===== src/design/cpfc_pkg.sv =====
// ----------------------------------------------------------------------------
// Camera pixel format converter package
// Source codings, output formats and the result pixel type shared by the
// converter core and its pixel generator.
// ----------------------------------------------------------------------------
package cpfc_pkg;

   localparam logic [1:0] SRC_MONO8  = 2'd0;
   localparam logic [1:0] SRC_YUV422 = 2'd1;
   localparam logic [1:0] SRC_RGB8   = 2'd2;
   localparam logic [1:0] SRC_MONO16 = 2'd3;

   localparam logic [1:0] FMT_LUMA = 2'd0;
   localparam logic [1:0] FMT_RGB  = 2'd1;
   localparam logic [1:0] FMT_RGBA = 2'd2;

   localparam logic [1:0] SRC_RESET = SRC_YUV422;
   localparam logic [1:0] FMT_RESET = FMT_RGBA;

   localparam logic [2:0] CNT_NONE = 3'd0;
   localparam logic [2:0] CNT_LUMA = 3'd1;
   localparam logic [2:0] CNT_RGB  = 3'd3;
   localparam logic [2:0] CNT_RGBA = 3'd4;

   localparam logic [7:0] ALPHA_OPAQUE = 8'd255;

   // Register indexes on the configuration port.
   localparam logic REG_SOURCE_CODING = 1'b0;
   localparam logic REG_OUTPUT_FORMAT = 1'b1;

   typedef struct packed {
      logic [7:0] chan0;
      logic [7:0] chan1;
      logic [7:0] chan2;
      logic [7:0] chan3;
      logic [2:0] channel_count;
      logic       last_pixel;
      logic       format_error;
   } pixel_type;

endpackage


===== src/design/cpfc_pixel_gen.sv =====
// ----------------------------------------------------------------------------
// Pixel generator
// Builds one output pixel of a held source word: pass-through, YUV luminance,
// BT.601 integer YUV to RGB with rounding and clamping, or an error pixel.
// ----------------------------------------------------------------------------
module cpfc_pixel_gen
   import cpfc_pkg::*;
(
   input  logic [1:0] source_coding,
   input  logic [1:0] output_format,
   input  logic [7:0] byte0,
   input  logic [7:0] byte1,
   input  logic [7:0] byte2,
   input  logic [7:0] byte3,
   input  logic       pixel_index,
   output pixel_type  pixel
);

   logic              err;
   logic              rgba;
   logic [7:0]        luma;
   logic signed [19:0] c_val;
   logic signed [19:0] d_val;
   logic signed [19:0] e_val;
   logic signed [19:0] r_sum;
   logic signed [19:0] g_sum;
   logic signed [19:0] b_sum;
   logic [7:0]        r_out;
   logic [7:0]        g_out;
   logic [7:0]        b_out;

   function automatic logic [7:0] clamp_shift(input logic signed [19:0] sum);
      logic [7:0] res;
      if (sum[19]) begin
         res = 8'd0;
      end else if (sum[18:16] != 3'd0) begin
         res = 8'd255;
      end else begin
         res = sum[15:8];
      end
      return res;
   endfunction

   always_comb begin
      case (source_coding)
         SRC_MONO8, SRC_MONO16: err = (output_format != FMT_LUMA);
         SRC_RGB8:              err = (output_format != FMT_RGB) &&
                                      (output_format != FMT_RGBA);
         SRC_YUV422:            err = (output_format != FMT_LUMA) &&
                                      (output_format != FMT_RGB) &&
                                      (output_format != FMT_RGBA);
         default:               err = 1'b1;
      endcase
   end

   assign rgba = (output_format == FMT_RGBA);
   assign luma = pixel_index ? byte3 : byte1;

   assign c_val = $signed({12'd0, luma})  - 20'sd16;
   assign d_val = $signed({12'd0, byte0}) - 20'sd128;
   assign e_val = $signed({12'd0, byte2}) - 20'sd128;

   assign r_sum = c_val * 20'sd298 + e_val * 20'sd409 + 20'sd128;
   assign g_sum = c_val * 20'sd298 - d_val * 20'sd100 - e_val * 20'sd208 + 20'sd128;
   assign b_sum = c_val * 20'sd298 + d_val * 20'sd516 + 20'sd128;

   assign r_out = clamp_shift(r_sum);
   assign g_out = clamp_shift(g_sum);
   assign b_out = clamp_shift(b_sum);

   always_comb begin
      pixel = '0;
      pixel.last_pixel = 1'b1;
      if (err) begin
         pixel.format_error = 1'b1;
         pixel.channel_count = CNT_NONE;
      end else begin
         case (source_coding)
            SRC_MONO8, SRC_MONO16: begin
               pixel.chan0 = byte0;
               pixel.channel_count = CNT_LUMA;
            end
            SRC_RGB8: begin
               pixel.chan0 = byte0;
               pixel.chan1 = byte1;
               pixel.chan2 = byte2;
               pixel.chan3 = rgba ? ALPHA_OPAQUE : 8'd0;
               pixel.channel_count = rgba ? CNT_RGBA : CNT_RGB;
            end
            default: begin
               // YUV gives two pixels; the second one closes the word.
               pixel.last_pixel = pixel_index;
               if (output_format == FMT_LUMA) begin
                  pixel.chan0 = luma;
                  pixel.channel_count = CNT_LUMA;
               end else begin
                  pixel.chan0 = r_out;
                  pixel.chan1 = g_out;
                  pixel.chan2 = b_out;
                  pixel.chan3 = rgba ? ALPHA_OPAQUE : 8'd0;
                  pixel.channel_count = rgba ? CNT_RGBA : CNT_RGB;
               end
            end
         endcase
      end
   end

endmodule


===== src/design/camera_pixel_format_converter_core.sv =====
// ----------------------------------------------------------------------------
// Camera pixel format converter core
// Turns four-byte camera source words into display pixels.
// ----------------------------------------------------------------------------
// Usage:
// A source word (req_byte0..3) is taken on the req channel when req_valid is
// high and req_stall is low. Pixels leave on the rsp channel, one per word
// transfer, with rsp_last_pixel marking the final pixel of a source word.
// A YUV 4:2:2 word gives two pixels, every other case one pixel; an
// unsupported coding/format pair gives one pixel with rsp_format_error set.
// A word reaches rsp through the input and result registers. Throughput is
// one word per cycle for single-pixel modes while rsp does not stall; a YUV
// word leaves only as its second pixel moves on. When the receiver stalls,
// the result register holds its pixel and the input register keeps its word,
// so req_stall rises until rsp moves again. Configuration sits on an
// APB-style port: source_coding at 0x0 and output_format at 0x4; the user
// writes it only while the block is idle; the block does not enforce this.
// Synchronous reset empties both registers and loads YUV 4:2:2 to RGBA.
// ----------------------------------------------------------------------------
module camera_pixel_format_converter_core
   import cpfc_pkg::*;
(
   input  logic        clock,
   input  logic        reset,

   input  logic        req_valid,
   output logic        req_stall,
   input  logic [7:0]  req_byte0,
   input  logic [7:0]  req_byte1,
   input  logic [7:0]  req_byte2,
   input  logic [7:0]  req_byte3,

   output logic        rsp_valid,
   input  logic        rsp_stall,
   output logic [7:0]  rsp_chan0,
   output logic [7:0]  rsp_chan1,
   output logic [7:0]  rsp_chan2,
   output logic [7:0]  rsp_chan3,
   output logic [2:0]  rsp_channel_count,
   output logic        rsp_last_pixel,
   output logic        rsp_format_error,

   input  logic        psel,
   input  logic        penable,
   input  logic        pwrite,
   input  logic [2:0]  paddr,
   input  logic [31:0] pwdata,
   output logic [31:0] prdata,
   output logic        pready
);

   logic [1:0] src_ff, src_in;
   logic [1:0] fmt_ff, fmt_in;
   logic       hold_valid_ff, hold_valid_in;
   logic       idx_ff, idx_in;
   logic [7:0] b0_ff, b0_in;
   logic [7:0] b1_ff, b1_in;
   logic [7:0] b2_ff, b2_in;
   logic [7:0] b3_ff, b3_in;
   logic       rsp_valid_ff, rsp_valid_in;
   pixel_type  pix_ff, pix_in;
   pixel_type  gen_pixel;
   logic       cfg_write;
   logic       take;
   logic       advance;
   logic       done;

   cpfc_pixel_gen u_pixel_gen (
      .source_coding (src_ff),
      .output_format (fmt_ff),
      .byte0         (b0_ff),
      .byte1         (b1_ff),
      .byte2         (b2_ff),
      .byte3         (b3_ff),
      .pixel_index   (idx_ff),
      .pixel         (gen_pixel)
   );

   assign pready    = 1'b1;
   assign cfg_write = psel && penable && pwrite && pready;
   assign prdata    = (paddr[2] == REG_OUTPUT_FORMAT) ? {30'd0, fmt_ff} : {30'd0, src_ff};

   // The generator advances whenever a word is held and the result register is free or draining.
   assign advance   = hold_valid_ff && (!rsp_valid_ff || !rsp_stall);
   assign done      = advance && gen_pixel.last_pixel;
   assign req_stall = hold_valid_ff && !done;
   assign take      = req_valid && !req_stall;

   always_comb begin
      src_in = src_ff;
      fmt_in = fmt_ff;
      if (cfg_write) begin
         if (paddr[2] == REG_SOURCE_CODING) begin
            src_in = pwdata[1:0];
         end else begin
            fmt_in = pwdata[1:0];
         end
      end

      hold_valid_in = hold_valid_ff;
      idx_in = idx_ff;
      b0_in = b0_ff;
      b1_in = b1_ff;
      b2_in = b2_ff;
      b3_in = b3_ff;
      if (take) begin
         hold_valid_in = 1'b1;
         idx_in = 1'b0;
         b0_in = req_byte0;
         b1_in = req_byte1;
         b2_in = req_byte2;
         b3_in = req_byte3;
      end else if (done) begin
         hold_valid_in = 1'b0;
      end else if (advance) begin
         idx_in = 1'b1;
      end

      rsp_valid_in = rsp_valid_ff;
      pix_in = pix_ff;
      if (advance) begin
         rsp_valid_in = 1'b1;
         pix_in = gen_pixel;
      end else if (!rsp_stall) begin
         rsp_valid_in = 1'b0;
      end
   end

   always_ff @(posedge clock) begin
      if (reset) begin
         src_ff <= SRC_RESET;
         fmt_ff <= FMT_RESET;
         hold_valid_ff <= 1'b0;
         idx_ff <= 1'b0;
         rsp_valid_ff <= 1'b0;
      end else begin
         src_ff <= src_in;
         fmt_ff <= fmt_in;
         hold_valid_ff <= hold_valid_in;
         idx_ff <= idx_in;
         rsp_valid_ff <= rsp_valid_in;
      end
      b0_ff <= b0_in;
      b1_ff <= b1_in;
      b2_ff <= b2_in;
      b3_ff <= b3_in;
      pix_ff <= pix_in;
   end

   assign rsp_valid         = rsp_valid_ff;
   assign rsp_chan0         = pix_ff.chan0;
   assign rsp_chan1         = pix_ff.chan1;
   assign rsp_chan2         = pix_ff.chan2;
   assign rsp_chan3         = pix_ff.chan3;
   assign rsp_channel_count = pix_ff.channel_count;
   assign rsp_last_pixel    = pix_ff.last_pixel;
   assign rsp_format_error  = pix_ff.format_error;

`ifndef SYNTH
   // The second pixel of a word only exists in YUV mode.
   a_second_pixel_yuv: assert property (@(posedge clock) disable iff (reset)
      (hold_valid_ff && idx_ff) |-> (src_ff == SRC_YUV422))
      else $error("second pixel outside YUV mode");

   a_error_shape: assert property (@(posedge clock) disable iff (reset)
      (rsp_valid_ff && pix_ff.format_error) |->
      (pix_ff.last_pixel && (pix_ff.channel_count == CNT_NONE)))
      else $error("error pixel is malformed");

   a_take_loads: assert property (@(posedge clock) disable iff (reset)
      take |=> (hold_valid_ff && !idx_ff))
      else $error("accepted word not held at pixel zero");

   a_empty_ready: assert property (@(posedge clock) disable iff (reset)
      !hold_valid_ff |-> !req_stall)
      else $error("stall while input register is empty");

   a_first_not_last: assert property (@(posedge clock) disable iff (reset)
      (advance && !idx_ff && !gen_pixel.format_error && (src_ff == SRC_YUV422)) |->
      !gen_pixel.last_pixel)
      else $error("first YUV pixel flagged as last");
`endif

endmodule


===== config.mk =====
export PLATFORM = sky130hd
export DESIGN_NAME = camera_pixel_format_converter_core
export DESIGN_NICKNAME = d
export VERILOG_FILES = /design/src/design/cpfc_pkg.sv /design/src/design/cpfc_pixel_gen.sv /design/src/design/camera_pixel_format_converter_core.sv
export SDC_FILE = /design/constraint.sdc
export NUM_CORES = 1
export LEC_CHECK = 0
export BUFFER_PORTS_ARGS = -buffer_cell sky130_fd_sc_hd__buf_2
export CORE_MARGIN = 2
export CORE_UTILIZATION = 60
export DETAILED_ROUTE_END_ITERATION = 12
export GPL_TIMING_DRIVEN = 0
export HOLD_SLACK_MARGIN = 0.15
export PLACE_DENSITY = 0.83
export SLEW_MARGIN = 20
export SYNTH_ARGS = -nofsm -noshare
export SYNTH_HDL_FRONTEND = slang
export SYNTH_SLANG_ARGS = --single-unit
export TNS_END_PERCENT = 100

===== constraint.sdc =====
create_clock -name clock -period 17.9 [get_ports clock]
set_input_delay 1.79 -clock clock [delete_from_list [all_inputs] [get_ports clock]]
set_output_delay 1.79 -clock clock [all_outputs]
set_load 0.02 [all_outputs]

Yosys cells after proc, flatten, opt, wreduce, memory -nomap -nowiden
Index checks and enable logic that the tools add are counted.
{"block": "op_classes", "addsub": 10, "n_mul": 5, "div": 0, "order_cmp": 0, "n_eq_ne": 7, "shifts": 0, "mux": 24, "bitwise_logic": 2, "reduce_logical": 27}
{"operator": "$mux W8", "n": 10}
{"operator": "$add A20 B9 Y20 const B", "n": 3}
{"operator": "$pmux W24 S2", "n": 1}
{"operator": "$add A20 B20 Y20", "n": 2}
{"operator": "$sub A20 B20 Y20", "n": 2}
{"operator": "$mux W24", "n": 1}
{"operator": "$mul A20 B10 Y20 const B", "n": 1}
{"operator": "$mul A20 B5 Y16 const B", "n": 1}
{"operator": "$mul A20 B6 Y18 const B", "n": 1}
{"operator": "$mul A20 B9 Y18 const B", "n": 1}
{"operator": "$mul A20 B9 Y19 const B", "n": 1}
{"operator": "$sub A8 B8 Y9 const B", "n": 2}
{"operator": "$logic_and A1 B1 Y1", "n": 9}
{"operator": "$reduce_bool A3 Y1", "n": 3}
{"operator": "$sub A8 B5 Y9 const B", "n": 1}
{"operator": "$mux W1", "n": 7}
{"operator": "$eq A2 B2 Y1 const B", "n": 3}
{"operator": "$mux W3", "n": 2}
{"operator": "$pmux W3 S2", "n": 1}
{"operator": "$reduce_and A2 Y1", "n": 3}
{"operator": "$logic_not A1 Y1", "n": 4}
{"operator": "$logic_not A2 Y1", "n": 2}
{"operator": "$ne A2 B1 Y1 const B", "n": 2}
{"operator": "$reduce_bool A2 Y1", "n": 2}
{"operator": "8 further kinds", "n": 10}
{"block": "totals", "reg_bits": 76, "latchBits": 0, "ramBits": 0, "romBits": 0, "out_inout_bits": 72, "elab_cells": 91, "n_memories": 0}

Logic depth before layout (Yosys ltp)
Gate-level depths: netlist of run 1.
{"block": "depth", "depth_word": 11, "depth_mapped": 33}

Modules after synthesis
A second synthesis of run 1 with hierarchy kept.
{"block": "hier_totals", "cells_unflattened": 1053, "hier_area_um2": 10462.5}
{"module": "cpfc_pixel_gen", "instances": 1, "cells_each": 917, "area_per_inst_um2": 7826.3}
{"module": "camera_pixel_format_converter_core", "instances": 1, "cells_each": 136, "area_per_inst_um2": 2636.3}

Worst setup path after synthesis of run 1
No wires, ideal clock.
{"block": "synth_path", "path_type": "register to register", "startpoint": "register idx_ff", "endpoint": "register pix_ff (netlist bit rsp_chan1[0]) (data pin)", "setup_time_ns": 0.285, "arrival_time_ns": 7.416, "required_ns": 17.615, "path_slack_ns": 10.199, "path_stages_with_launch": 30, "period_less_slack_ns": 7.701, "cell_sequence": "dfxtp_1 buf_6 mux2i_1 ha_1 o21ai_0 inv_2 ha_1 ha_1 inv_1 fa_1 fa_1 inv_1 ha_1 o21ai_0 a21boi_0 o21ai_0 a21boi_0 o21ai_0 nor2b_1 o311ai_0 fa_1 ha_1 ha_1 a21oi_1 nor2_1 a211oi_1 a211o_1 a2bb2oi_1 nor2_1 a221oi_1"}
{"block": "synth_via", "elab_chain_cells": 11}
{"item": "start: declaration", "line": "camera_pixel_format_converter_core.sv:55", "text": "logic idx_ff, idx_in;"}
{"item": "start signal: assignment", "line": "camera_pixel_format_converter_core.sv:140", "text": "idx_ff <= idx_in;"}
{"item": "$mux W8 (*)", "line": "cpfc_pixel_gen.sv:57", "text": "assign luma = pixel_index ? byte3 : byte1;"}
{"item": "$sub A8 B5 Y9 (*)", "line": "cpfc_pixel_gen.sv:59", "text": "assign c_val = $signed({12'd0, luma}) - 20'sd16;"}
{"item": "$mul A20 B9 Y19 (*)", "line": "cpfc_pixel_gen.sv:64", "text": "assign g_sum = c_val * 20'sd298 - d_val * 20'sd100 - e_val * 20'sd208 + 20'sd128;"}
{"item": "$sub A20 B20 Y20 (*) (2 in series)", "line": "cpfc_pixel_gen.sv:64"}
{"item": "$add A20 B9 Y20 (*)", "line": "cpfc_pixel_gen.sv:64"}
{"item": "$reduce_bool A3 Y1", "line": "cpfc_pixel_gen.sv:36", "text": "end else if (sum[18:16] != 3'd0) begin"}
{"item": "$mux W8", "line": "cpfc_pixel_gen.sv:36"}
{"item": "$mux W8 (*)", "line": "cpfc_pixel_gen.sv:34", "text": "if (sum[19]) begin"}
{"item": "$mux W24 (*)", "line": "cpfc_pixel_gen.sv:93", "text": "if (output_format == FMT_LUMA) begin"}
{"item": "$pmux W24 S2 (*)", "line": "cpfc_pixel_gen.sv:78", "text": "case (source_coding)"}
{"item": "end signal: assignment", "line": "camera_pixel_format_converter_core.sv:147", "text": "pix_ff <= pix_in;"}
{"item": "end: declaration", "line": "camera_pixel_format_converter_core.sv:61", "text": "pixel_type pix_ff, pix_in;"}
Mark *: on every way between the ends. The rest lies on a longest branch, timed or not.
A chain may end at the register's enable or synchronous reset.

Final worst setup path of run 1
{"block": "layout_path", "startpoint": "register idx_ff", "endpoint": "register pix_ff (netlist bit rsp_chan1[3]) (data pin)"}
Same word-level chain as after synthesis.

==> impl_metrics.xml, run 1 <==
<?xml version="1.0" encoding="UTF-8"?>
<metrics>
  <group name="floorplan">
    <metric name="design.portCount" unit="">146</metric>
    <metric name="die_h" unit="microns">136</metric>
    <metric name="initial_utilization" unit="%">61.0</metric>
    <metric name="core.rowCount" unit="">48</metric>
    <metric name="core_area" unit="sq um">17200</metric>
    <metric name="design.die.area" unit="sq um">18600</metric>
    <metric name="die-width" unit="microns">136</metric>
  </group>
  <group name="grt">
    <metric name="grt_use_met2" unit="%">47.1</metric>
    <metric name="antenna_found_initial" unit="">0</metric>
    <metric name="overflow" unit="">0</metric>
    <metric name="grt_use_met3" unit="%">5.29</metric>
    <metric name="grt_start_max_net_pins" unit="">31</metric>
    <metric name="grt.met1_usage" unit="%">37.6</metric>
    <metric name="vias_in_the_first_global_route" unit="">8262</metric>
    <metric name="most_crowded_layer_gr" unit="">met2</metric>
    <metric name="grt_pass1_wl" unit="microns">40900</metric>
    <metric name="grt.total_usage" unit="%">29.0</metric>
  </group>
  <group name="logic_synthesis">
    <metric name="yosys-top-cells-count" unit="">ha_1, inv_1, fa_1</metric>
    <metric name="fraction_of_registers_with_async_set_or_reset_after_synthesis" unit="%">0</metric>
    <metric name="synth-edff-count" unit="">61</metric>
    <metric name="netlist_area" unit="sq um">10500</metric>
    <metric name="synthTopCellsByArea" unit="">ha_1, edfxtp_1, fa_1</metric>
    <metric name="synth_area_per_cell" unit="sq um">9.35</metric>
    <metric name="postSynthRegisterBits" unit="">68</metric>
    <metric name="synth_area_leader_cell" unit="">ha_1</metric>
    <metric name="ys_types" unit="">77</metric>
    <metric name="top_count_cell_post_synth" unit="">ha_1</metric>
    <metric name="yosys_top_cell_area_share" unit="%">27.5</metric>
    <metric name="yosys_warnings" unit="">0</metric>
    <metric name="synth_ff_type" unit="">edfxtp_1</metric>
    <metric name="synth_seq_area_share" unit="%">18.7</metric>
    <metric name="synthCells" unit="">1125</metric>
  </group>
  <group name="sta">
    <metric name="fin_setup_tns" unit="ns">0</metric>
    <metric name="final.setup_skew" unit="ns">0.00893</metric>
    <metric name="timing.final.max_slew_violations" unit="">0</metric>
    <metric name="hold_violations" unit="">0</metric>
    <metric name="max_slew_margin" unit="%">26.6</metric>
    <metric name="worst-slew-pin-transition" unit="ns">1.09</metric>
    <metric name="maxClockFrequency" unit="MHz">105</metric>
    <metric name="final_period_util" unit="%">53.2</metric>
    <metric name="finalSetupViolCount" unit="">0</metric>
    <metric name="fin_crit" unit="ns">9.52</metric>
    <metric name="rsz0062_at_grt" unit="">no</metric>
  </group>
  <group name="setup_path">
    <metric name="worst-endpoint-arrival" unit="ns">9.57</metric>
    <metric name="critical_path.endpoint_type" unit="">register</metric>
    <metric name="r2r_slack" unit="ns">8.38</metric>
    <metric name="critPathCapture" unit="">rsp_chan1[3]</metric>
    <metric name="worstReg2RegEnd" unit="">rsp_chan1[3]</metric>
    <metric name="critPathKind" unit="">register to register</metric>
    <metric name="timing.critical_path.slowest_cell_delay" unit="ns">0.87</metric>
    <metric name="length_in_cells_of_the_worst_reg_to_reg_path" unit="">30</metric>
    <metric name="timing.critical_path.max_delay_family" unit="">adder cells</metric>
    <metric name="reg2reg_from" unit="">idx_ff</metric>
    <metric name="path_depth" unit="">30</metric>
    <metric name="setup.worst_path.start_class" unit="">register</metric>
    <metric name="maximum_fanout_along_the_worst_path" unit="">12</metric>
    <metric name="critPathMostFrequentCell" unit="">ha_1</metric>
    <metric name="library_cell_contributing_the_largest_single_delay_on_the_critical_path" unit="">o21ai_0</metric>
    <metric name="worst_endpoint_required_time" unit="ns">17.95</metric>
    <metric name="crit_path_start" unit="">idx_ff</metric>
    <metric name="cp_num_buf_inv" unit="">5</metric>
  </group>
  <group name="status">
    <metric name="outcome" unit="">completed</metric>
  </group>
  <group name="route">
    <metric name="detail_routed_via_count_per_cell" unit="">5.70</metric>
    <metric name="route.final.wire_length" unit="microns">25700</metric>
    <metric name="antenna_left" unit="">0</metric>
    <metric name="dr.pass1.iters" unit="">5</metric>
    <metric name="detail_route.drc_violations" unit="">0</metric>
    <metric name="drt_iter0_markers" unit="">587</metric>
    <metric name="total_number_of_vias" unit="">8437</metric>
    <metric name="drt-wirelength-per-cell" unit="microns">17.4</metric>
  </group>
  <group name="clock_tree">
    <metric name="clock_insertion_delay_at_the_later_pin_of_the_skew_report" unit="ns">0.36</metric>
    <metric name="htreeDepth" unit="">3</metric>
    <metric name="clock_sink_count" unit="">68</metric>
    <metric name="clock_tree.buffer_depth" unit="">2</metric>
    <metric name="post_cts_resized" unit="">0</metric>
    <metric name="cts_hold_buffers" unit="">0</metric>
    <metric name="cts.root.buffer_cell" unit="">clkbuf_16</metric>
    <metric name="tritoncts" unit="">yes</metric>
    <metric name="clock_pin_slew_of_the_registers_on_the_worst_case_setup_and_hold_paths" unit="ns">0.07</metric>
    <metric name="post-cts-setup-buffers" unit="">0</metric>
    <metric name="clock_buffer_count_from_cts" unit="">9</metric>
  </group>
  <group name="place">
    <metric name="gp_congestion" unit="">0.970</metric>
    <metric name="portBuffers" unit="">82</metric>
    <metric name="place_hpwl" unit="microns">21100</metric>
    <metric name="post-place-cells" unit="">1464</metric>
  </group>
  <group name="cells_and_area">
    <metric name="antenna_cells_inserted" unit="">0</metric>
    <metric name="fin_nets" unit="">1621</metric>
    <metric name="layout.cells.non_filler" unit="">1480</metric>
    <metric name="share_of_layout_cells_above_drive_strength_1" unit="%">14.2</metric>
    <metric name="area_delta_synth_final" unit="%">11.1</metric>
  </group>
  <group name="run">
    <metric name="max_cap_viol_count" unit="">0</metric>
  </group>
  <group name="min_path">
    <metric name="min_path_type" unit="">register to register</metric>
  </group>
</metrics>
-- worst min-delay path, stage by stage, from the launching register on --
cell and delay [ns]:
dfxtp_1 0.33, nor2_1 0.10, nor2_1 0.05
-- worst min-delay path by stage --
stage / start / endpoint / slack (ns) / depth (start not counted)
5_1_grt: hold_valid_ff / rsp_valid / 0.54 / 2
2_1_floorplan: hold_valid_ff / rsp_valid / 0.45 / 2
3_5_place_dp: hold_valid_ff / rsp_valid / 0.51 / 2
4_1_cts: hold_valid_ff / rsp_valid / 0.52 / 2
3_3_place_gp: hold_valid_ff / rsp_valid / 0.47 / 2
6_report: hold_valid_ff / rsp_valid / 0.52 / 2
-- cell usage in the layout, fill, tap and decap left out, types with 4 or more instances in the layout --
cell type	count
buf_2	85
or3_1	5
a221oi_1	7
mux2i_1	11
o21ai_1	5
a21boi_0	5
nand2b_1	7
clkbuf_16	9
xnor2_1	39
nand3_1	16
a211o_1	6
a31oi_1	6
o31a_1	6
nand4_1	7
a21o_1	16
o21bai_1	6
dfxtp_1	7
clkbuf_1	8
and3_1	7
a21oi_1	65
conb_1	31
nor3b_1	4
or2_2	8
nor2b_1	11
inv_1	179
buf_4	39
xor2_1	14
o21ai_0	55
edfxtp_1	61
o21a_1	18
a211oi_1	12
fa_1	66
nor3_1	13
nor2_1	65
nand2_1	57
ha_1	231
-- flip-flops by register name, indices dropped and copies added, names as in the netlist, 8 cells and up --
signal and flops:
rsp_chan0 8, b2_ff 8, rsp_chan2 8, b0_ff 8, b1_ff 8, rsp_chan1 8, b3_ff 8
-- through the flow --
step	hold WS, ns	util, %	cell area (sq um)	worst slack (ns)
2_1_floorplan	0.451	-	10600	10.20
3_3_place_gp	0.472	65.7	11300	8.07
3_5_place_dp	0.509	66.0	11400	8.55
4_1_cts	0.517	67.8	11700	8.52
5_1_grt	0.543	67.8	11700	7.75
6_report	0.518	67.8	11700	8.38
-- logic make-up after synthesis --
| kind of cell | count (synthesis) | synth area share [%] |
|---|---|---|
| mux | 13 | 1.26 |
| xor+xnor | 54 | 4.57 |
| buf+inv | 232 | 9.76 |
| flops | 68 | 18.7 |
| compound gates | 237 | 15.3 |
| simple gates | 222 | 10.3 |
| other cells | 2 | 0.0714 |
| fa+ha+maj | 297 | 40.0 |
-- layer usage --
layer  routed length, microns  share of wire, %  vias to the layer above
met1                    11100                43                     3985
met4                     1130               4.4                        0
met2                    11900                46                      294
li1                         -                 -                     4090
met5                        0                 0                        -
met3                     1620               6.3                       68
-- area by class of cell --
type	count	area, sq um
plain buffers	51	348
clock buffers	9	225
flip-flops and latches	68	1970
fillers	1340	5550
inverters	181	679
well taps	225	282
clock inverters	7	82.6
repair buffers	85	463
multi-input cells	854	7640
Power of run 1 is not shown: default switching activity piles up to over one toggle a cycle in this logic, so the estimate is an artifact.
==> run 2: changes to the inputs <==
ABC_AREA = 1   (was unset)
CORE_UTILIZATION = 55   (was 60)
PLACE_DENSITY = 0.8   (was 0.83)
clock period = 8.7 ns   (was 17.9 ns; I/O delays follow)
==> run 2 against run 1 <==
Maximum frequency up 17%. Final area grew 7.1%. Global-route usage decreased by 1.2 points. Setup slack got worse by 7.8 ns.
==> impl_metrics.xml, run 2 <==
<?xml version="1.0" encoding="UTF-8"?>
<metrics>
  <group name="logic_synthesis">
    <metric name="ys_types" unit="">47</metric>
    <metric name="synthCells" unit="">1432</metric>
    <metric name="yosys-top-cells-count" unit="">nand2_1, inv_1, ha_1</metric>
    <metric name="synth-xor-area-share" unit="%">4.13</metric>
    <metric name="yosys_top_cell_area_share" unit="%">25.7</metric>
    <metric name="synth_top_family_by_area" unit="">adder cells</metric>
    <metric name="postSynthRegisterBits" unit="">68</metric>
    <metric name="synth_area_leader_cell" unit="">ha_1</metric>
    <metric name="synthTopCellsByArea" unit="">ha_1, edfxtp_1, fa_1</metric>
    <metric name="yosys_warnings" unit="">0</metric>
    <metric name="synth_seq_area_share" unit="%">17.6</metric>
    <metric name="mux_cell_area_share_after_synthesis" unit="%">0.0891</metric>
    <metric name="netlist_area" unit="sq um">11200</metric>
    <metric name="top_count_cell_post_synth" unit="">nand2_1</metric>
    <metric name="compound_cell_area_share_of_the_yosys_netlist" unit="%">8.34</metric>
    <metric name="fraction_of_registers_with_async_set_or_reset_after_synthesis" unit="%">0</metric>
    <metric name="post_synth_and_or_nand_nor_area_fraction" unit="%">19.5</metric>
    <metric name="yosys.area_share.adder" unit="%">37.5</metric>
    <metric name="synth-edff-count" unit="">61</metric>
    <metric name="synth_area_per_cell" unit="sq um">7.85</metric>
    <metric name="synth_ff_type" unit="">edfxtp_1</metric>
  </group>
  <group name="place">
    <metric name="gp_congestion" unit="">0.994</metric>
    <metric name="portBuffers" unit="">82</metric>
    <metric name="place_hpwl" unit="microns">25000</metric>
    <metric name="dpl-instance-area" unit="sq um">12200</metric>
  </group>
  <group name="status">
    <metric name="outcome" unit="">completed</metric>
  </group>
  <group name="setup_path">
    <metric name="setup.worst_path.start_class" unit="">register</metric>
    <metric name="length_in_cells_of_the_worst_reg_to_reg_path" unit="">33</metric>
    <metric name="worst_endpoint_required_time" unit="ns">8.77</metric>
    <metric name="timing.critical_path.slowest_cell_delay" unit="ns">0.55</metric>
    <metric name="critical_path.endpoint_type" unit="">register</metric>
    <metric name="library_cell_contributing_the_largest_single_delay_on_the_critical_path" unit="">fa_1</metric>
    <metric name="critPathMostFrequentCell" unit="">nand2_1</metric>
    <metric name="critPathKind" unit="">register to register</metric>
    <metric name="maximum_fanout_along_the_worst_path" unit="">10</metric>
    <metric name="worst-endpoint-arrival" unit="ns">8.20</metric>
  </group>
  <group name="floorplan">
    <metric name="design.portCount" unit="">146</metric>
    <metric name="design.die.area" unit="sq um">21600</metric>
    <metric name="die_h" unit="microns">147</metric>
    <metric name="core_area" unit="sq um">20200</metric>
    <metric name="core.rowCount" unit="">52</metric>
    <metric name="die-width" unit="microns">147</metric>
    <metric name="initial_utilization" unit="%">55.7</metric>
  </group>
  <group name="cells_and_area">
    <metric name="most_frequent_cells_in_the_layout" unit="">nand2_1, inv_1, ha_1</metric>
    <metric name="fin_nets" unit="">1927</metric>
    <metric name="area_delta_synth_final" unit="%">11.5</metric>
    <metric name="regArea" unit="sq um">1970</metric>
    <metric name="nFillCells" unit="">1747</metric>
    <metric name="final_area" unit="sq um">12500</metric>
    <metric name="antenna_cells_inserted" unit="">0</metric>
    <metric name="share_of_layout_cells_above_drive_strength_1" unit="%">11.4</metric>
    <metric name="final_common_cell" unit="">nand2_1</metric>
    <metric name="fin_util" unit="%">62.1</metric>
    <metric name="multi_input_comb_area" unit="sq um">7980</metric>
  </group>
  <group name="clock_tree">
    <metric name="post-cts-setup-buffers" unit="">0</metric>
    <metric name="clock_pin_slew_of_the_registers_on_the_worst_case_setup_and_hold_paths" unit="ns">0.06</metric>
    <metric name="clock_insertion_delay_at_the_later_pin_of_the_skew_report" unit="ns">0.35</metric>
    <metric name="cts_hold_buffers" unit="">0</metric>
    <metric name="htreeDepth" unit="">3</metric>
    <metric name="clock_buffer_count_from_cts" unit="">9</metric>
    <metric name="cts.root.buffer_cell" unit="">clkbuf_16</metric>
    <metric name="clock_tree.buffer_depth" unit="">2</metric>
    <metric name="clock_sink_count" unit="">68</metric>
    <metric name="tritoncts" unit="">yes</metric>
  </group>
  <group name="sta">
    <metric name="rsz0062_at_grt" unit="">no</metric>
    <metric name="worst-slew-pin-transition" unit="ns">0.953</metric>
    <metric name="worst_slack_on_hold_paths" unit="ns">0.524</metric>
    <metric name="maxClockFrequency" unit="MHz">123</metric>
    <metric name="fin_crit" unit="ns">8.13</metric>
    <metric name="fin_setup_tns" unit="ns">0</metric>
    <metric name="hold_violations" unit="">0</metric>
    <metric name="finalSetupViolCount" unit="">0</metric>
    <metric name="max_slew_margin" unit="%">36.2</metric>
    <metric name="final_period_util" unit="%">93.5</metric>
    <metric name="timing.final.max_slew_violations" unit="">0</metric>
    <metric name="final.setup_skew" unit="ns">0.0101</metric>
  </group>
  <group name="route">
    <metric name="detail_route.drc_violations" unit="">0</metric>
    <metric name="dr.pass1.iters" unit="">5</metric>
    <metric name="detail_routed_via_count_per_cell" unit="">5.34</metric>
    <metric name="route.final.wire_length" unit="microns">29600</metric>
    <metric name="antenna_left" unit="">0</metric>
    <metric name="drt_iter0_markers" unit="">660</metric>
    <metric name="total_number_of_vias" unit="">9770</metric>
    <metric name="drt-wirelength-per-cell" unit="microns">16.2</metric>
  </group>
  <group name="run">
    <metric name="max_cap_viol_count" unit="">0</metric>
  </group>
  <group name="grt">
    <metric name="antenna_found_initial" unit="">0</metric>
    <metric name="grt.total_usage" unit="%">27.8</metric>
    <metric name="grt_start_max_net_pins" unit="">25</metric>
    <metric name="vias_in_the_first_global_route" unit="">9402</metric>
    <metric name="grt_pass1_wl" unit="microns">47300</metric>
    <metric name="overflow" unit="">0</metric>
  </group>
  <group name="min_path">
    <metric name="timing.hold.worst_path_depth" unit="">2</metric>
    <metric name="min_path_type" unit="">register to register</metric>
  </group>
</metrics>
run 2: cell count changes after synthesis, moves of 10 or more:
cell and delta:
nor2b_1 -12, nand4_1 +17, o21ai_0 -15, mux2i_1 -10, a21oi_1 +24, xnor2_1 -16
nor2_1 -15, inv_1 +114, nand3_1 +58, o21a_1 -17, xor2_1 +16, nand2_1 +256
run 2: routing by layer:
| metal | up-vias | track usage [%] | share of wire (%) |
|---|---|---|---|
| met5 | - | 0 | 0 |
| met4 | 0 | 9.47 | 3.2 |
| met3 | 66 | 3.51 | 7.2 |
| met2 | 346 | 47.9 | 48 |
| met1 | 4544 | 36.3 | 42 |
| li1 | 4814 | - | - |
run 2: cell families (layout without fill, tap and decap cells):
logic type                 count (synthesis)  count (layout)
DFF                                       68              68
muxes                                      1               1
adders and majority gates                297             297
buffers and inverters                    342             442
xor gates and xnor gates                  53              53
other                                      2              31
AOI/OAI and AO/OA                        166             166
and+or+nand+nor                          503             503
run 2: critical path: cells and delay by family, from the launching register on:
kind / cells / cell delay, ns
flip-flops: 1 / 0.32
AO/OA/AOI/OAI: 7 / 1.43
XOR/XNOR: 2 / 0.61
AND/OR/NAND/NOR: 9 / 0.91
buffers and inverters: 5 / 0.45
multiplexers: 1 / 0.41
adder cells (fa/ha/maj): 9 / 3.71
run 2: area by class of cell:
type / count / share of cell area, %
Multi-Input combinational cell: 1051 / 63.7
Timing Repair Buffer: 84 / 3.72
Clock inverter: 7 / 0.789
Clock buffer: 9 / 1.80
Inverter: 295 / 8.87
Buffer: 47 / 2.65
Tap cell: 270 / 2.70
Sequential cell: 68 / 15.7
run 2: per-stage QoR:
step           worst slack (ns)  std cells
2_1_floorplan              1.62       1461
3_3_place_gp              0.221       1813
3_5_place_dp              0.134       1815
4_1_cts                  0.0774       1831
5_1_grt                  0.0283       1831
6_report                  0.569       1831
run 2: worst paths after layout:
check | start | end | slack [ns]
hold reg to reg | fmt_ff[0] | fmt_ff[0] | 0.52
hold / removal | fmt_ff[0] | fmt_ff[0] | 0.52
setup / recovery | idx_ff | rsp_chan0[4] | 0.57
setup reg to reg | idx_ff | rsp_chan0[4] | 0.57
run 2: repair_timing:
| action | CTS | global route |
|---|---|---|
| endpoints found under the setup margin | 0 | 16 |
| resized for setup | 0 | 5 |
| hold endpoints to repair | 0 | 0 |
Power of run 2 is left out for the same reason.
==> run 3: changes to the inputs <==
REMOVE_ABC_BUFFERS = 1   (was unset)
==> run 3 against run 2 <==
Wire length down 3.4%. Setup slack lost 0.043 ns. Utilization shrank 1.9 points. Register-to-register slack lost 0.04 ns. Cell count decreased by 2.5%. Clock skew is 0.0059 ns higher. Worst hold slack improved by 0.0091 ns. Die area did not move.
==> impl_metrics.xml, run 3 (synthesis results as in run 2) <==
<?xml version="1.0" encoding="UTF-8"?>
<metrics>
  <group name="setup_path">
    <metric name="worstReg2RegEnd" unit="">rsp_chan0[5]</metric>
    <metric name="critPathKind" unit="">register to register</metric>
    <metric name="worst-endpoint-arrival" unit="ns">8.23</metric>
    <metric name="crit_path_start" unit="">idx_ff</metric>
    <metric name="timing.critical_path.slowest_cell_delay" unit="ns">0.54</metric>
    <metric name="r2r_slack" unit="ns">0.53</metric>
    <metric name="maximum_fanout_along_the_worst_path" unit="">10</metric>
    <metric name="library_cell_contributing_the_largest_single_delay_on_the_critical_path" unit="">fa_1</metric>
    <metric name="setup.worst_path.start_class" unit="">register</metric>
    <metric name="critical_path.endpoint_type" unit="">register</metric>
    <metric name="worst_endpoint_required_time" unit="ns">8.76</metric>
    <metric name="length_in_cells_of_the_worst_reg_to_reg_path" unit="">32</metric>
    <metric name="reg2reg_from" unit="">idx_ff</metric>
  </group>
  <group name="grt">
    <metric name="grt.met1_usage" unit="%">35.2</metric>
    <metric name="grt_use_met3" unit="%">3.82</metric>
    <metric name="antenna_found_initial" unit="">1</metric>
    <metric name="grt_pass1_wl" unit="microns">45700</metric>
    <metric name="vias_in_the_first_global_route" unit="">9219</metric>
    <metric name="grt_use_met2" unit="%">43.8</metric>
    <metric name="grt_start_max_net_pins" unit="">28</metric>
    <metric name="grt.total_usage" unit="%">26.8</metric>
    <metric name="most_crowded_layer_gr" unit="">met2</metric>
    <metric name="overflow" unit="">0</metric>
  </group>
  <group name="sta">
    <metric name="fin_crit" unit="ns">8.17</metric>
    <metric name="final.setup_skew" unit="ns">0.0159</metric>
    <metric name="final_period_util" unit="%">94.0</metric>
    <metric name="worst-slew-pin-transition" unit="ns">0.941</metric>
    <metric name="rsz0062_at_grt" unit="">no</metric>
    <metric name="setup_slack" unit="ns">0.526</metric>
    <metric name="hold_violations" unit="">0</metric>
    <metric name="timing.final.max_slew_violations" unit="">0</metric>
    <metric name="finalSetupViolCount" unit="">0</metric>
    <metric name="max_slew_margin" unit="%">37.0</metric>
    <metric name="maxClockFrequency" unit="MHz">122</metric>
  </group>
  <group name="clock_tree">
    <metric name="clock_buffer_count_from_cts" unit="">9</metric>
    <metric name="cts.root.buffer_cell" unit="">clkbuf_16</metric>
    <metric name="clock_tree.buffer_depth" unit="">2</metric>
    <metric name="cts_hold_buffers" unit="">0</metric>
    <metric name="clock_sink_count" unit="">68</metric>
    <metric name="clock_insertion_delay_at_the_later_pin_of_the_skew_report" unit="ns">0.35</metric>
    <metric name="htreeDepth" unit="">3</metric>
    <metric name="clock_pin_slew_of_the_registers_on_the_worst_case_setup_and_hold_paths" unit="ns">0.06</metric>
    <metric name="tritoncts" unit="">yes</metric>
  </group>
  <group name="floorplan">
    <metric name="core_area" unit="sq um">20200</metric>
    <metric name="die_h" unit="microns">147</metric>
    <metric name="design.portCount" unit="">146</metric>
    <metric name="design.die.area" unit="sq um">21600</metric>
    <metric name="core.rowCount" unit="">52</metric>
    <metric name="initial_utilization" unit="%">55.7</metric>
    <metric name="die-width" unit="microns">147</metric>
  </group>
  <group name="route">
    <metric name="dr.pass1.iters" unit="">6</metric>
    <metric name="detail_routed_via_count_per_cell" unit="">5.37</metric>
    <metric name="detail_route.drc_violations" unit="">0</metric>
    <metric name="route.final.wire_length" unit="microns">28600</metric>
    <metric name="drt_iter0_markers" unit="">773</metric>
    <metric name="antenna_left" unit="">0</metric>
    <metric name="total_number_of_vias" unit="">9590</metric>
    <metric name="drt-wirelength-per-cell" unit="microns">16.0</metric>
  </group>
  <group name="place">
    <metric name="gp_congestion" unit="">0.923</metric>
    <metric name="place_hpwl" unit="microns">23400</metric>
    <metric name="dp_worst_setup_slack" unit="ns">-0.0412</metric>
    <metric name="portBuffers" unit="">82</metric>
  </group>
  <group name="cells_and_area">
    <metric name="final_common_cell" unit="">nand2_1</metric>
    <metric name="share_of_layout_cells_above_drive_strength_1" unit="%">9.18</metric>
    <metric name="most_frequent_cells_in_the_layout" unit="">nand2_1, inv_1, ha_1</metric>
    <metric name="fin_nets" unit="">1880</metric>
    <metric name="regArea" unit="sq um">1970</metric>
    <metric name="nFillCells" unit="">1738</metric>
    <metric name="area_delta_synth_final" unit="%">8.13</metric>
    <metric name="multi_input_comb_area" unit="sq um">8000</metric>
    <metric name="fin_util" unit="%">60.2</metric>
  </group>
  <group name="status">
    <metric name="outcome" unit="">completed</metric>
  </group>
  <group name="min_path">
    <metric name="timing.hold.worst_path_depth" unit="">2</metric>
    <metric name="hold_path_end" unit="">fmt_ff[0]</metric>
    <metric name="min_path_type" unit="">register to register</metric>
    <metric name="worst_hold_startpoint" unit="">fmt_ff[0]</metric>
  </group>
  <group name="run">
    <metric name="max_cap_viol_count" unit="">0</metric>
  </group>
</metrics>
[run 3: changes by cell type in the layout (fill, tap and decap cells not counted), sizes merged]
cell,change
buf,-42
bufinv,-2
clkbuf,-4
clkinv,-1
clkinvlp,+2
diode,+1
[run 3: worst max-delay path by stage]
| stage | to | depth (start not counted) | slack (ns) |
|---|---|---|---|
| 3_5_place_dp | rsp_chan0[2] | 32 | -0.04 |
| 5_1_grt | rsp_chan0[5] | 32 | 0.09 |
| 6_report | rsp_chan0[5] | 32 | 0.53 |
| 3_3_place_gp | rsp_chan0[5] | 32 | -0.06 |
| 2_1_floorplan | rsp_chan0[4] | 35 | 1.49 |
| 4_1_cts | rsp_chan0[2] | 32 | 0.17 |
[run 3: metal layers]
metal,part of all wire (%),vias to the layer above
met1,42,4446
li1,-,4720
met5,0,-
met3,6.7,77
met2,46,347
met4,4.7,0
[run 3: cell type report]
cell class	instances	share of cell area [%]
Multi-Input combinational cell	1051	65.8
Sequential cell	68	16.2
Inverter	295	9.15
Timing Repair Buffer	84	3.77
Tap cell	270	2.78
Clock buffer	10	1.88
Clock inverter	6	0.340
Antenna cell	1	0.0206
[run 3: repair_timing]
item                       CTS  global route
gates resized for setup      1             5
setup endpoints to repair    4            16
setup buffers                0             0
[run 3: per-stage QoR]
stage | setup TNS, ns | cells | hold slack [ns] | cell area [sq um]
after floorplan | 0 | 1414 | 0.450 | 11000
after global placement | -0.114 | 1766 | 0.465 | 11800
after detailed placement | -0.0793 | 1768 | 0.520 | 11800
after CTS | 0 | 1784 | 0.529 | 12100
after global routing | 0 | 1785 | 0.573 | 12100
final | 0 | 1785 | 0.533 | 12100
[run 3: critical path, delay by kind of cell (launching register included)]
kind / cells / cell delay [ns]
adder cells (fa/ha/maj): 10 / 3.74
XOR/XNOR: 1 / 0.48
AO/OA/AOI/OAI: 7 / 1.36
AND/OR/NAND/NOR: 8 / 0.85
multiplexers: 1 / 0.48
flip-flops: 1 / 0.51
buffers and inverters: 5 / 0.46
Power of run 3 is left out for the same reason.
